<file path="config.mk">
export PLATFORM = sky130hd
export DESIGN_NAME = bsp_ram
export DESIGN_NICKNAME = d
export VERILOG_FILES = /design/src/rtl/bsp_ram.sv
export SDC_FILE = /design/constraint.sdc
export NUM_CORES = 2
export LEC_CHECK = 0
export BUFFER_PORTS_ARGS = -buffer_cell sky130_fd_sc_hd__buf_4
export CAP_MARGIN = 5
export CORE_UTILIZATION = 63
export CTS_CLUSTER_DIAMETER = 60
export CTS_CLUSTER_SIZE = 8
export DETAILED_ROUTE_END_ITERATION = 6
export GPL_ROUTABILITY_DRIVEN = 1
export PLACE_DENSITY_LB_ADDON = 0.12
export SLEW_MARGIN = 5
export SYNTH_ARGS = -nofsm -noshare
export SYNTH_HDL_FRONTEND = slang
export SYNTH_SLANG_ARGS = --single-unit
</file>
<file path="constraint.sdc">
create_clock -name clk -period 3.6 [get_ports clk]
set_clock_uncertainty 0.2 [all_clocks]
set_input_delay 0.54 -clock clk [delete_from_list [all_inputs] [get_ports clk]]
set_output_delay 0.54 -clock clk [all_outputs]
set_load 0.01 [all_outputs]
</file>
<file path="src/rtl/bsp_ram.sv">
// Generic single-port RAM with registered read and read enable.
module bsp_ram #(
	parameter int WIDTH = 8,
	parameter int DEPTH = 256
) (
	input  logic                     clk,
	input  logic                     en,
	input  logic                     we,
	input  logic [$clog2(DEPTH)-1:0] addr,
	input  logic [WIDTH-1:0]         wdata,
	output logic [WIDTH-1:0]         rdata
);
	logic [WIDTH-1:0] mem [DEPTH];

	// Write, and register the old data at the address (read before write); both hold while en is low.
	always_ff @(posedge clk) begin
		if (en) begin
			if (we) begin
				mem[addr] <= wdata;
			end
			rdata <= mem[addr];
		end
	end
endmodule

</file>
# Word level (Yosys, flattened, before mapping)
# Memories as Yosys holds them, arrays and structs flattened. A register that Yosys moved wholly into a read port is not among the register bits.
# Index checks and enable logic that the tools add are counted.
[totals]
word_cells = 4
inputBits = 19
mem_count = 1
reg_bits = 0
ram_bits = 2048
[op_classes]
n_mux = 3
[memory_table]
columns = ["name", "depth", "word_bits", "rd", "rd_ports_with_merged_regs", "wr", "line_no", "text"]
rows = [
  ["mem", 256, 8, 1, 1, 1, "13", "logic [WIDTH-1:0] mem [DEPTH];"],
]
[ops]
columns = ["cell", "count"]
rows = [
  ["two-way mux 1 bit", 3],
]

# Longest topological paths before layout
[depth]
word_depth = 3
mapped_depth = 9
ltp_nobuf = 5

# Worst setup path before layout
# OpenSTA, ideal clock, no wires.
[synth_timing]
kind = "input to register"
start = "in addr[0]"
end = "mem mem[105][0] (enable)"
setup_ns = 0.370
path_stages = 8
t_arrival_ns = 2.430
setup_slack_ns = 0.600
path_cell_list = "clkbuf_1 buf_4 buf_4 buf_2 nor3b_1 nand2_1 clkbuf_1 nor2_1"
[synth_lines]
columns = ["element", "line_no", "text"]
rows = [
  ["from (decl)", "9", "input logic [$clog2(DEPTH)-1:0] addr,"],
  ["to (decl)", "13", ""],
]
# No word-level cell before the write port.

==> out/metrics.cfg <==
[yosys]
async_reset_ff_share_pct=0
synth_edf_count=2056
yosys.area.top_type=edfxtp_1
synth_top_flop_cell=edfxtp_1
postSynthCellCount=3525
synth_most_common_cell=edfxtp_1
netlist_area_um2=78360
synth_area_leaders=edfxtp_1, mux4_2, a22oi_1
yosys_warnings=0
netlist_top_cells_count=edfxtp_1, mux4_2, nor2_1, a22oi_1, clkbuf_1
syn_nets=3544
synth_seq_cells=2056
synth_top_area_share_pct=78.79
ys_seq_area_share_pct=78.79
synth_cell_types=21
postSynthAreaPerCell_um2=22.23

[worst_setup_path]
rr_endpoint=rdata[2]
critPathRequiredTime_ns=4.03
r2r_start=mem[47][2]
cp_top_family=compound AO/OA/AOI/OAI gates
path_buf_inv=4
cp.arrival_ns=3.71
worst_setup_path_end_kind=register
slowest_stage=o41ai_1
path_cells=buf_8, buf_12, buf_4, mux4_2, a22oi_1, a21oi_1, o41ai_1, buf_4, nand4_1
crit_top_cell=buf_4
critPathMaxStageDelay_ns=0.98
rrSetupSlack_ns=0.45
path_class=in -> reg
critPathLaunchType=input pin
critPathMaxFanout=26
r2r_cells=6

[power_and_ir_drop]
p_leak_nw=29.56
pwr_density_cell_nw_per_um2=576.1
p_seq_share_pct=49.8
power_frac_clock_pct=45.8
netSwitchingFraction_pct=19.89
p_int_mw=42.58
ir_drop_mv=0.6226
comb_power_share_pct=4.4
p_switching_mw=10.57

[floorplanning]
dieArea_um2=125800
die_h_um=354.7
rows=129
pin_count=27
start_util_pct=63.47
design.core.area_um2=123500
die_x_um=354.7

[outcome]
failed_checks=design-rule violations
run_status=complete, but fails checks

[sta]
setup_viol_count_final=0
drv_slew=0
hold_violations=0
fin_crit_ns=3.276
relSlewSlack_pct=19.37
timing.fmax_ghz=0.3053
rsz0062_at_grt=no
period_share_pct=90.99
worstMarginPinSlew_ns=1.194

[finish]
drive_gt1_share_pct=33.13
area_delta_synth_final_pct=17.73
final_core_util_pct=74.72
antennaDiodeCount=0
finalInstanceArea_um2=92260
final_nets=4168

[clock_tree]
numClockSinks=2056
ctsRootBufferMaster=clkbuf_16
cts_tree=built
htreeDepth=5
clockBufferDepth=4
ctsResizeCount=0
clkLatencyLatePin_ns=0.91
clkSlewWorstSetupHoldPaths_ns=0.05
numCtsBuffers=307

[place]
routabilityCongestion=0.8692
dpl_cell_area_um2=84280
numPortBuffers=26
hpwl_um=116100

[global_routing]
grt_start_max_net_pins=117
antenna_found_initial=11
grt_usage_pct=31.92
grt_overflow=0
grt_pass1_vias=41520
grt_pass1_wl_um=284200

[routing]
viasPerCell=6.880
vias=39900
drc=5
wl_per_cell_um=33.73
routed_wl_um=195600
drtPass1Iterations=7
drt-initial-drc-count=5456
ant_nets=0

[flow_run]
max_cap_violations=0

[min_path]
hold_depth=1
min_to=mem[117][2]
min-delay-path-class=in -> reg
min_from=wdata[2]

per-layer routing:
layer | vias to the layer above | global-route usage (%) | wire, um | part of all wire [%]
li1 | 16090 | - | - | -
met1 | 20710 | 44.84 | 70480 | 36
met2 | 2703 | 50.80 | 96750 | 49
met3 | 373 | 7.342 | 22660 | 12
met4 | 18 | 10.01 | 5587 | 2.9
met5 | - | 0 | 104 | 0.053
kinds of logic after synthesis:
group | share of synthesized area [%]
DFF | 78.79
muxes | 14.71
AOI/OAI and AO/OA | 3.628
and+or+nand+nor | 1.598
buffers and inverters | 1.274
worst max path at each step:
stage	from	endpoint	slack [ns]	cells after the start
final	addr[0]	rdata[2]	0.32	9
after floorplan	addr[0]	mem[105][0]	0.60	8
after global placement	addr[0]	rdata[5]	-0.94	8
after CTS	addr[0]	rdata[2]	0.41	9
after detailed placement	addr[0]	rdata[2]	-0.51	9
after global routing	addr[0]	rdata[0]	0.34	9
flip-flops by register name (all words and copies together), names as in the netlist:
signal	cells
rdata	8
mem	2048
power groups by stage:
stage | combinational [mW] | clock, mW | sequential (mW)
after floorplan | 1.13 | 0 | 26.9
after global placement | 2.22 | 0 | 26.9
after detailed placement | 2.29 | 0 | 26.9
after CTS | 2.32 | 24.6 | 26.5
after global routing | 2.42 | 25.6 | 26.4
final | 2.32 | 24.4 | 26.5
stage by stage:
step                      TNS [ns]  std cells  hold slack, ns  power [mW]  setup slack [ns]
after detailed placement    -2.355       5476          0.7628       29.20           -0.5112
after global placement      -3.413       5475          0.7589       29.13           -0.9447
final                            0       5799         0.05384       53.15            0.3244
after CTS                        0       5799         0.04572       53.41            0.4145
after floorplan                  0       3525          0.4389       28.03            0.6003
after global routing             0       5799         0.06649       54.42            0.3375
cell type report:
cell class	instances	area, um^2
clock inverters	6	62.56
flip-flops and latches	2056	61740
clock buffers	316	7908
well taps	1637	2048
multi-input cells	1244	15670
repair buffers	540	4835
fillers	6459	31220
cells in the final DEF, fill, tap and decap left out, types with 3 or more instances in the layout:
cell / instances
a21oi_1: 128
a22oi_1: 256
buf_12: 57
buf_4: 472
clkbuf_16: 316
clkbuf_8: 8
clkinv_8: 3
edfxtp_1: 2056
mux4_2: 512
nand2_1: 30
nand3_1: 4
nand4_1: 8
nor2_1: 258
nor2b_1: 4
o41ai_1: 30
timing repair:
action / CTS / global route
endpoints found under the hold margin: 8 / 0
hold buffers: 1 / 0
endpoints found under the setup margin: 0 / 0
setup buffers: 0 / 0
Note: power is estimated with default switching activity, not from simulation.
