===== config.mk =====
export PLATFORM = sky130hd
export DESIGN_NAME = bsp_axis
export DESIGN_NICKNAME = d
export VERILOG_FILES = /design/src/rtl/bsp_pkg.sv /design/src/rtl/bsp_axis.sv
export SDC_FILE = /design/constraint.sdc
export NUM_CORES = 1
export LEC_CHECK = 0
export ABC_AREA = 1
export ABC_CLOCK_PERIOD_IN_PS = 8500
export BUFFER_PORTS_ARGS = -buffer_cell sky130_fd_sc_hd__buf_2
export CAP_MARGIN = 20
export CORE_MARGIN = 2
export CORE_UTILIZATION = 25
export DETAILED_ROUTE_END_ITERATION = 8
export PLACE_DENSITY = 0.36
export SLEW_MARGIN = 25
export SYNTH_ARGS = -nofsm -noshare
export SYNTH_HDL_FRONTEND = slang
export SYNTH_SLANG_ARGS = --single-unit

===== constraint.sdc =====
create_clock -name clk -period 8.5 [get_ports clk]
set_clock_uncertainty 0.05 [all_clocks]
set_input_delay 1.275 -clock clk [delete_from_list [all_inputs] [get_ports clk]]
set_output_delay 1.275 -clock clk [all_outputs]
set_load 0.01 [all_outputs]

===== src/rtl/bsp_pkg.sv =====
// Shared constants and codes for the bilinear scaler with palette.
package bsp_pkg;
	localparam int SRC_SIZE = 512;
	localparam int SRC_AW = $clog2(SRC_SIZE);
	localparam int BANK_DEPTH = (SRC_SIZE / 2) * (SRC_SIZE / 2);
	localparam int BANK_AW = $clog2(BANK_DEPTH);
	localparam int RATIO_W = 28;
	localparam int DEST_W = 12;
	localparam int FRAC_W = 8;
	localparam int WEIGHT_W = 2 * FRAC_W + 1;
	localparam int POS_W = DEST_W + 1 + RATIO_W + 1;
	localparam int PAL_DEPTH = 256;
	localparam int COLOR_W = 24;
	localparam logic [RATIO_W-1:0] RATIO_RESET = RATIO_W'(65536);
	localparam logic [SRC_AW-1:0] BASE_MAX = SRC_AW'(SRC_SIZE - 2);

	localparam logic [1:0] CMD_SAMPLE = 2'd0;
	localparam logic [1:0] CMD_PALETTE = 2'd1;
	localparam logic [1:0] CMD_RENDER = 2'd2;
	localparam logic [1:0] CMD_NOP = 2'd3;

	localparam logic REG_WIDTH_RATIO = 1'b0;
	localparam logic REG_HEIGHT_RATIO = 1'b1;

	typedef struct packed {
		logic [SRC_AW-1:0] base;
		logic [FRAC_W-1:0] frac;
	} axis_pos_t;
endpackage


===== src/rtl/bsp_axis.sv =====
// One axis of the source position: registered multiply, then clamp and fraction.
module bsp_axis (
	input  logic                         clk,
	input  logic                         en,
	input  logic [bsp_pkg::DEST_W-1:0]   dest,
	input  logic [bsp_pkg::RATIO_W-1:0]  ratio,
	output bsp_pkg::axis_pos_t           pos
);
	import bsp_pkg::*;

	logic [POS_W-1:0] u_s1;
	logic [POS_W-1:0] prod;
	logic [POS_W-18:0] whole;

	// Position in Q17, offset by one source sample: (2d+1)*ratio + 0.5.
	assign prod = POS_W'({dest, 1'b1}) * POS_W'(ratio) + POS_W'(65536);

	always_ff @(posedge clk) begin
		if (en) begin
			u_s1 <= prod;
		end
	end

	// Floor plus one, clamped to the last full neighbor pair.
	assign whole = u_s1[POS_W-1:17];
	assign pos.base = (whole > ($bits(whole))'(BASE_MAX)) ? BASE_MAX : whole[SRC_AW-1:0];
	assign pos.frac = u_s1[16:9];
endmodule


; Word level (Yosys, flattened, before mapping)
; Index checks and enable logic that the tools add are counted.
[classes]
add_sub_neg = 1
multipliers = 1
order_cmp = 1
muxes = 1
[ops]
columns = operator, count
row1 = $add A41 B17 Y42 const B, 1
row2 = $mul A13 B28 Y41, 1
row3 = $gt A25 B9 Y1 const B, 1
row4 = $mux W9, 1
[totals]
register_bits = 42
inputBits = 42
out_inout_bits = 17
elab_cells = 5

; Logic depth before layout (Yosys ltp)
[logic_depth]
depth_word = 2
mapped_depth = 27
mapped_depth_nobuf = 26

; Worst setup path after synthesis
; OpenSTA, ideal clock, no wires.
[synth_path]
kind = input -> register
from = input dest[1] (netlist bit)
to = register u_s1[41], data pin
t_arrival_ps = 6025
required_ps = 8197
path_slack_ps = 2172
cell_stages = 19
n_path_buf = 2
cell_sequence = clkbuf_1 > buf_1 > nand2_1 > fa_1 > inv_1 > fa_1 > fa_1 > fa_1 > fa_1 > fa_1 > ha_1 > a21oi_1 > o21ai_0 > a21oi_1 > nor2_1 > o21ai_1 > nand3_1 > nand2_1 > nand2_1
[synth_via]
elab_chain_cells = 2
[synth_rtl]
columns = element, line_no
row1 = start: declaration, bsp_axis.sv:5  ; input logic [bsp_pkg::DEST_W-1:0] dest,
row2 = $mul A13 B28 Y41, bsp_axis.sv:16  ; assign prod = POS_W'({dest, 1'b1}) * POS_W'(ratio) + POS_W'(65536);
row3 = $add A41 B17 Y42, bsp_axis.sv:16
row4 = named net prod[41], bsp_axis.sv:12  ; logic [POS_W-1:0] prod;
row5 = end signal: assignment, bsp_axis.sv:20  ; u_s1 <= prod;
row6 = end: declaration, bsp_axis.sv:11  ; logic [POS_W-1:0] u_s1;
; The timed path passes the listed nets, and every way through them passes these cells.
; A chain may end at the register's enable or synchronous reset.

; Final worst setup path
[layout_path]
from = input dest[3] (netlist bit)
to = register u_s1[41], data pin
; The elaborated chain is that of the path after synthesis.

==> out/results.ini <==
[setup_path]
worstPathArrival_ps = 6760
worstPathMaxFanout = 20
start_kind = input port
cp_data_required_time_ps = 8480
endpoint_kind = flip-flop
worstSetupPathType = in -> reg

[global_route]
grt-ovfl-total = 0
use_met3_pct = 0.977
antenna_found_initial = 0
top_usage_layer = met2
grt_pass1_vias = 10800
use_met1_pct = 19.0
grt_use_total_pct = 14.7
grt_pass1_wl_um = 61500
grt_max_degree = 34
grt_use_met2_pct = 27.5

[sta]
max_freq_mhz = 147
rsz0062_at_grt = false
tightest_slew_ps = 782
period_needed_ps = 6780
setup_violations = 0
slew_headroom_pct = 47.9
fin_tns_setup_ps = 0
fin_crit_sh_pct = 79.8
hold_viol = 0
maxSlewViolCount = 0

[synth]
netlist_area_um2 = 13100
synth_area_leader_cell = fa_1
ys_seq_area_share_pct = 7.55
syn-num-nets = 2066
post-synth-top-count-cell = nand2_1
synth_area_per_cell_um2 = 8.12
yosys_warnings = 0
synthDistinctLibCells = 39
synth_top_area_share_pct = 43.6
async_flop_share_pct = 0
synth_cells = 1618
synth_edf_count = 33
synth_seq_cells = 33
synth_ff_type = edfxtp_1
ys_top_cells_by_area = fa_1, nand2_1, ha_1
ys_top_cells_by_count = nand2_1, inv_1, fa_1, ha_1, nor2_1

[clock_network]
holdBufCountCts = 0
cts_tree = built
root_buffer = clkbuf_16
cts.sinks = 33
clk_pin_slew_worst_paths_ps = 50
cts.repair.resized = 0
cts_setup_buffers = 0
cts_buffers = 5
cts_max_level = 2
cts_buffer_depth = 2

[run]
drv_cap = 0

[route]
drtPass1Iterations = 5
ant_nets = 0
drt_iter0_drc = 433
post_drt_wl_per_cell_um = 16.9
drt_wl_total_um = 38700
dr_total_vias = 9894
via_per_inst = 4.31
drc_errors = 0

[floorplanning]
rows = 83
die_height_um = 233
start_util_pct = 25.4
ios = 59
dieArea_um2 = 54400
die_width_um = 233
core_um2 = 51600

[run_status]
outcome = finished, final reports clean

[finish]
largest_reg_flops = 33
largest-register = u_s1
layout.cells.non_filler = 2295
final_layout_size_suffix_gt1_share_pct = 6.69
area_growth_pct = 7.57
largestRegisters = u_s1: 33 flops
diodes = 0
fin_nets = 2062

[placement]
dp_hpwl_um = 32300
portBuffers = 58
gp_congestion = 0.811
place_inst = 2287

[hold_path]
min_path_type = in -> reg

## per-layer routing
| metal | wire, um | up-vias | part of all wire [%] |
|---|---|---|---|
| li1 | - | 4700 | - |
| met1 | 16900 | 5041 | 44 |
| met2 | 20500 | 133 | 53 |
| met3 | 850 | 20 | 2.2 |
| met4 | 497 | 0 | 1.3 |
| met5 | 0 | - | 0 |
## worst paths after layout
path	startpoint	endpoint	slack [ps]	cells past startpoint
worst min-delay path	en	u_s1[35]	1570	1
worst max-delay path	dest[3]	u_s1[41]	1720	19
## stage by stage
| step | setup slack (ps) | hold WS (ps) | utilization [%] | area [um2] |
|---|---|---|---|---|
| final | 1720 | 1570 | 27.4 | 14100 |
| after global routing | 1430 | 1610 | 27.4 | 14100 |
| after CTS | 1650 | 1590 | 27.4 | 14100 |
| after detailed placement | 1360 | 1650 | 27.1 | 14000 |
| after global placement | 1360 | 1650 | 27.1 | 14000 |
| after floorplan | 2170 | 1340 | - | 13100 |
## area by class of cell
class                           instances  area, um2
Sequential cell                        33        991
Multi-Input combinational cell       1117      10300
Tap cell                              680        851
Clock inverter                          2       10.0
Clock buffer                            6        129
Fill cell                            5676      37500
Inverter                              396       1490
Timing Repair Buffer                   61        313
## cell usage in the layout (no fill, tap or decap), drive strengths merged, types with 9 or more instances in the layout
cell type and n:
nor2 70, xor2 19, fa 286, o21ai 22
nand2 486, nand3 26, nor4 9, inv 396
edfxtp 33, buf 61, a21oi 37, ha 120
## cell families after synthesis
| family | synth area share [%] |
|---|---|
| adder cells (fa/ha/maj) | 55.0 |
| XOR/XNOR | 1.40 |
| AO/OA/AOI/OAI | 3.54 |
| flip-flops | 7.55 |
| AND/OR/NAND/NOR | 18.8 |
| buffers and inverters | 13.7 |
## critical path, stage by stage
cell,delay (ps)
buf_2,450
buf_4,290
nand2_1,100
fa_1,480
fa_1,560
inv_1,60
fa_1,560
fa_1,430
fa_1,530
fa_1,430
ha_1,350
a21oi_1,250
o21ai_0,200
a21oi_1,310
nor2_1,80
o21ai_1,180
nand3_1,90
nand2_1,70
nand2_1,50
Power is left out: the tool's default activity adds up to more than one toggle a clock period on the data nets, which glitch-free logic cannot reach.
