==> src/rtl/bsp_pkg.sv <==
// Shared constants and codes for the bilinear scaler with palette.
package bsp_pkg;
	localparam int SRC_SIZE = 512;
	localparam int SRC_AW = $clog2(SRC_SIZE);
	localparam int BANK_DEPTH = (SRC_SIZE / 2) * (SRC_SIZE / 2);
	localparam int BANK_AW = $clog2(BANK_DEPTH);
	localparam int RATIO_W = 28;
	localparam int DEST_W = 12;
	localparam int FRAC_W = 8;
	localparam int WEIGHT_W = 2 * FRAC_W + 1;
	localparam int POS_W = DEST_W + 1 + RATIO_W + 1;
	localparam int PAL_DEPTH = 256;
	localparam int COLOR_W = 24;
	localparam logic [RATIO_W-1:0] RATIO_RESET = RATIO_W'(65536);
	localparam logic [SRC_AW-1:0] BASE_MAX = SRC_AW'(SRC_SIZE - 2);

	localparam logic [1:0] CMD_SAMPLE = 2'd0;
	localparam logic [1:0] CMD_PALETTE = 2'd1;
	localparam logic [1:0] CMD_RENDER = 2'd2;
	localparam logic [1:0] CMD_NOP = 2'd3;

	localparam logic REG_WIDTH_RATIO = 1'b0;
	localparam logic REG_HEIGHT_RATIO = 1'b1;

	typedef struct packed {
		logic [SRC_AW-1:0] base;
		logic [FRAC_W-1:0] frac;
	} axis_pos_t;
endpackage

==> src/rtl/bsp_blend.sv <==
// Bilinear blend: weights registered in one stage, weighted sum in the next.
module bsp_blend (
	input  logic                        clk,
	input  logic                        en,
	input  logic [bsp_pkg::FRAC_W-1:0]  fx,
	input  logic [bsp_pkg::FRAC_W-1:0]  fy,
	input  logic [7:0]                  s00,
	input  logic [7:0]                  s01,
	input  logic [7:0]                  s10,
	input  logic [7:0]                  s11,
	output logic [7:0]                  level
);
	import bsp_pkg::*;

	logic [FRAC_W:0] gx, gy, fxe, fye;
	logic [WEIGHT_W-1:0] w00_s3, w01_s3, w10_s3, w11_s3;
	logic [7:0] s00_s3, s01_s3, s10_s3, s11_s3;
	logic [WEIGHT_W+7:0] sum;

	assign fxe = {1'b0, fx};
	assign fye = {1'b0, fy};
	assign gx = (FRAC_W+1)'(256) - fxe;
	assign gy = (FRAC_W+1)'(256) - fye;

	// Register the four corner weights with their samples.
	always_ff @(posedge clk) begin
		if (en) begin
			w00_s3 <= WEIGHT_W'(gx * gy);
			w01_s3 <= WEIGHT_W'(gx * fye);
			w10_s3 <= WEIGHT_W'(fxe * gy);
			w11_s3 <= WEIGHT_W'(fxe * fye);
			s00_s3 <= s00;
			s01_s3 <= s01;
			s10_s3 <= s10;
			s11_s3 <= s11;
		end
	end

	// Weighted sum, truncated to the integer amplitude.
	assign sum = (WEIGHT_W+8)'(w00_s3 * s00_s3) + (WEIGHT_W+8)'(w01_s3 * s01_s3)
		+ (WEIGHT_W+8)'(w10_s3 * s10_s3) + (WEIGHT_W+8)'(w11_s3 * s11_s3);
	assign level = sum[23:16];
endmodule

==> config.mk <==
export PLATFORM = sky130hd
export DESIGN_NAME = bsp_blend
export DESIGN_NICKNAME = d
export VERILOG_FILES = /design/src/rtl/bsp_pkg.sv /design/src/rtl/bsp_blend.sv
export SDC_FILE = /design/constraint.sdc
export NUM_CORES = 2
export LEC_CHECK = 0
export BUFFER_PORTS_ARGS = -buffer_cell sky130_fd_sc_hd__buf_2
export CAP_MARGIN = 15
export CORE_MARGIN = 1.5
export CORE_UTILIZATION = 60
export CTS_BUF_LIST = sky130_fd_sc_hd__clkbuf_4
export DETAILED_ROUTE_END_ITERATION = 12
export GPL_ROUTABILITY_DRIVEN = 1
export PLACE_DENSITY = 0.83
export SYNTH_ARGS = -nofsm -noshare
export SYNTH_HDL_FRONTEND = slang
export SYNTH_SLANG_ARGS = --single-unit
==> constraint.sdc <==
create_clock -name clk -period 11 [get_ports clk]
set_clock_uncertainty 0.05 [all_clocks]
set_input_delay 1.1 -clock clk [delete_from_list [all_inputs] [get_ports clk]]
set_output_delay 1.1 -clock clk [all_outputs]
set_load 0.02 [all_outputs]
# After elaboration in Yosys (flattened, before gate mapping)
# Cells that the tools add are included.
# op_classes
n_addsub	5
multipliers	8
# op_table
operator	count
multiplier 17 x 8 -> 24 bit	4
adder 24 bit	3
subtractor 9 x 8 -> 9 bit, first input constant	2
multiplier 8 x 9 -> 17 bit	1
multiplier 9 x 8 -> 17 bit	1
multiplier 9 x 9 -> 17 bit	1
multiplier 8 x 8 -> 16 bit	1
# totals
register_bits	100
input_bits	50
out_inout_bits	8
elab_cells	21

# Longest topological paths before layout
# depth
ltp_word	4
mapped_depth	26
mapped_depth_nobuf	24

# Worst setup path after synthesis
# No wires, ideal clock.
# synth_path
path_kind	register to output
from	register s00_s3[2]
to	output level[3]
t_arrival_ns	6.793
t_required_ns	9.850
path_slack_ns	3.057
stages_incl_launch_ff	27
n_path_buf	2
path_cell_list	edfxtp_1 -> clkbuf_1 -> clkbuf_1 -> nand2_1 -> fa_1 -> inv_1 -> fa_1 -> inv_1 -> fa_1 -> fa_1 -> inv_1 -> fa_1 -> inv_1 -> fa_1 -> inv_1 -> fa_1 -> inv_1 -> fa_1 -> inv_1 -> ha_1 -> nand2_1 -> o41ai_1 -> o2111ai_1 -> and2_1 -> o21ai_1 -> a21oi_1 -> xnor2_1
# synth_via
elab_chain_cells	4
# synth_lines
element	line_no	source
start, declared	bsp_blend.sv:17	logic [7:0] s00_s3, s01_s3, s10_s3, s11_s3;
start signal, assigned	bsp_blend.sv:32	s00_s3 <= s00;
multiplier 17 x 8 -> 24 bit	bsp_blend.sv:40	assign sum = (WEIGHT_W+8)'(w00_s3 * s00_s3) + (WEIGHT_W+8)'(w01_s3 * s01_s3)
adder 24 bit	bsp_blend.sv:40	
adder 24 bit (2 in series)	bsp_blend.sv:41	+ (WEIGHT_W+8)'(w10_s3 * s10_s3) + (WEIGHT_W+8)'(w11_s3 * s11_s3);
end, declared	bsp_blend.sv:11	output logic [7:0] level
# No other way between the ends.

# Worst setup path after layout
# layout_path
from	register w00_s3[0]
to	output level[6]
# layout_via
elab_chain_cells	4
# layout_lines
element	line_no	source
start, declared	bsp_blend.sv:16	logic [WEIGHT_W-1:0] w00_s3, w01_s3, w10_s3, w11_s3;
start signal, assigned	bsp_blend.sv:28	w00_s3 <= WEIGHT_W'(gx * gy);
multiplier 17 x 8 -> 24 bit	bsp_blend.sv:40	
adder 24 bit	bsp_blend.sv:40	
adder 24 bit (2 in series)	bsp_blend.sv:41	
# No other way between the ends.

==> impl_metrics.yaml <==
clocking:
  cts_tree: "done"
  cts_buffers: 9
  clkTransAtPathRegs_ns: 0.21
  cts_resized: 0
  cts-hold-fix-buffers: 0
  cts_max_level: 3
  cts_setup_buffers: 0
  ctsLongestPathBuffers: 2
  cts_sinks: 96
  clockRootBuffer: "clkbuf_4"
yosys:
  syn_inst: 2953
  async_reset_ff_share_pct: 0
  seq_area_frac_synth_pct: 10.22
  synth_edf_count: 96
  syn_nets: 3913
  avgSynthCellArea_um2: 9.553
  synth_cell_types: 50
  yosys_warnings: 0
  synth_area_um2: 28210
  synth_ff_type: "edfxtp_1"
  synth-seq-cells: 96
global_routing:
  grt_usage_pct: 29.34
  grt_overflow: 0
  grt_max_degree: 61
  antenna_found_initial: 2
  grt_pass1_wl_mm: 108.2
  grt_pass1_vias: 22010
sta:
  setup_viol: 0
  period_share_pct: 83.52
  setup_slack_ns: 1.813
  fmax_ghz: 0.1088
  max_slew_margin_pct: 27.00
  setup_tns_ns: 0
  hold_slack_ns: 0.5862
  slew_viol_final: 0
  hold_violations: 0
  rsz0062_at_grt: "false"
  worst_slew_pin_slew_ns: 1.091
  period_minus_slack_ns: 9.187
floorplan:
  pin_count: 58
  rows: 79
  dieHeight_um: 219.8
  dieArea_um2: 48330
  fp.dieW_um: 219.8
  coreArea_um2: 46460
  start_util_pct: 60.72
worst_setup_path:
  critPathMaxFanout: 32
  end_kind: "primary output"
  cp.arrival_ns: 8.04
  critPathKind: "flop to primary output"
  worstPathRequired_ns: 9.85
  startpoint_type: "flop"
cells_and_area:
  fin_nets: 3881
  fillers: 3649
  fin_util_pct: 62.75
  drive_gt1_share_pct: 3.691
  synthToLayoutAreaGrowth_pct: 3.331
placement:
  numPortBuffers: 57
  gp_congestion: 0.9489
  pre_cts_ws_ns: 2.391
  dp_hpwl_mm: 54.69
outcome:
  status: "finished, final reports clean"
drt:
  drc: 0
  via_count: 19584
  ant_nets: 0
  viasPerCell: 5.542
  drtIter0Drc: 1304
  dr.pass1.iters: 7
  wl_per_cell_um: 18.57
  wirelength_mm: 65.63
job:
  cap_violations: 0
worst_hold_path:
  min_path_type: "input port to flop"
[per-stage QoR]
step,cells,area (um2)
6_report,3534,29150
5_1_grt,3534,29150
4_1_cts,3533,29150
3_5_place_dp,3517,28960
3_3_place_gp,3517,28960
2_1_floorplan,2953,28210
[worst max-delay path, cell delays in order, from the launching register on]
cell       delay, ns
edfxtp_1        1.05
nand2_1         0.17
fa_1            0.52
inv_1           0.05
fa_1            0.47
inv_1           0.05
fa_1            0.54
inv_1           0.06
fa_1            0.49
inv_1           0.05
fa_1            0.49
fa_1            0.49
inv_1           0.05
fa_1            0.47
inv_1           0.05
fa_1            0.48
inv_1           0.04
ha_1            0.27
a21oi_1         0.15
nor2_1          0.05
o2111ai_1       0.35
nand3_1         0.16
a211o_1         0.38
a21oi_1         0.22
xnor2_1         0.15
buf_2           0.19
[synth_stat cells, drive strengths merged (3+ instances only)]
| library cell | number | area (um2) |
|---|---|---|
| a211oi | 6 | 50.05 |
| nand4 | 5 | 31.28 |
| nand2 | 473 | 1775 |
| ha | 270 | 3378 |
| o21bai | 6 | 45.04 |
| nor2b | 7 | 58.81 |
| xor2 | 19 | 166.4 |
| nor3 | 14 | 92.59 |
| edfxtp | 96 | 2883 |
| and2 | 338 | 2115 |
| a31oi | 5 | 31.28 |
| nor2 | 30 | 117.6 |
| a21oi | 45 | 240.2 |
| o31a | 4 | 35.03 |
| clkbuf | 97 | 364.1 |
| o21a | 12 | 90.09 |
| xnor2 | 68 | 595.6 |
| fa | 640 | 12810 |
| a2111oi | 3 | 70.06 |
| nor4 | 6 | 37.54 |
| inv | 735 | 2759 |
| buf | 11 | 48.80 |
| nand2b | 3 | 18.77 |
| o211ai | 4 | 40.03 |
| and3 | 3 | 18.77 |
| nand3 | 7 | 35.03 |
| o21ai | 23 | 115.1 |
| a21o | 8 | 60.06 |
| or3 | 4 | 35.03 |
[area by class of cell]
type / instances / area [um2] / area share [%]
flip-flops and latches: 96 / 2883 / 9.889
diodes: 1 / 2.502 / 0.008584
multi-input cells: 2014 / 22210 / 76.19
clock buffers: 10 / 75.07 / 0.2575
repair buffers: 65 / 347.8 / 1.193
clock inverters: 6 / 115.1 / 0.3949
inverters: 735 / 2759 / 9.464
well taps: 607 / 759.5 / 2.605
[sequential cells by signal (all words and copies together), names as in the netlist]
register,count
w11_s3,15
s00_s3,8
w10_s3,16
s01_s3,8
s11_s3,8
w01_s3,16
s10_s3,8
w00_s3,17
[path summary, 6_finish.rpt]
path	from	to	slack, ns	depth (start not counted)
min	s11[2]	s11_s3[2]$_DFFE_PP_	0.59	1
max	w00_s3[0]$_DFFE_PP_	level[6]	1.81	25
[routing by layer]
layer | up-vias | global-route usage [%] | wire length [um]
met5 | - | 0 | 0
met2 | 782 | 51.97 | 34040
li1 | 8573 | - | -
met4 | 0 | 18.00 | 4210
met1 | 10011 | 34.03 | 23460
met3 | 218 | 3.423 | 3918
[cell families after synthesis]
group	after synthesis	share of synthesized area (%)
adder cells (fa/ha/maj)	910	57.39
AND/OR/NAND/NOR	894	15.47
buffers and inverters	843	11.24
AO/OA/AOI/OAI	123	2.972
flip-flops	96	10.22
XOR/XNOR	87	2.701
[cell usage in the layout, fill, tap and decap left out, types with 2 or more instances in the layout]
cell type	Yosys	final
inv_1	735	735
fa_1	640	640
nand2_1	473	473
and2_1	338	338
ha_1	270	270
edfxtp_1	96	96
xnor2_1	68	61
buf_2	6	56
a21oi_1	41	41
nor2_1	28	28
xor2_1	19	19
o21ai_0	18	18
nor3_1	12	12
o21a_1	12	12
clkbuf_4	0	10
buf_4	0	9
a21o_1	8	8
nand3_1	7	7
xnor2_2	0	7
o21bai_1	6	6
nor4_1	6	6
a211oi_1	5	5
nand4_1	5	5
a31oi_1	5	5
nor2b_1	5	5
o21ai_1	5	5
o31a_1	4	4
a21oi_2	4	4
nand2b_1	3	3
and3_1	3	3
bufinv_16	0	3
nor2_2	2	2
or3_4	2	2
o211ai_1	2	2
or3_1	2	2
nor3_4	2	2
nor2b_4	2	2
o211ai_2	2	2
a2111oi_4	2	2
Power is left out: the tool's default activity adds up to more than one toggle a clock period on the data nets, which glitch-free logic cannot reach.
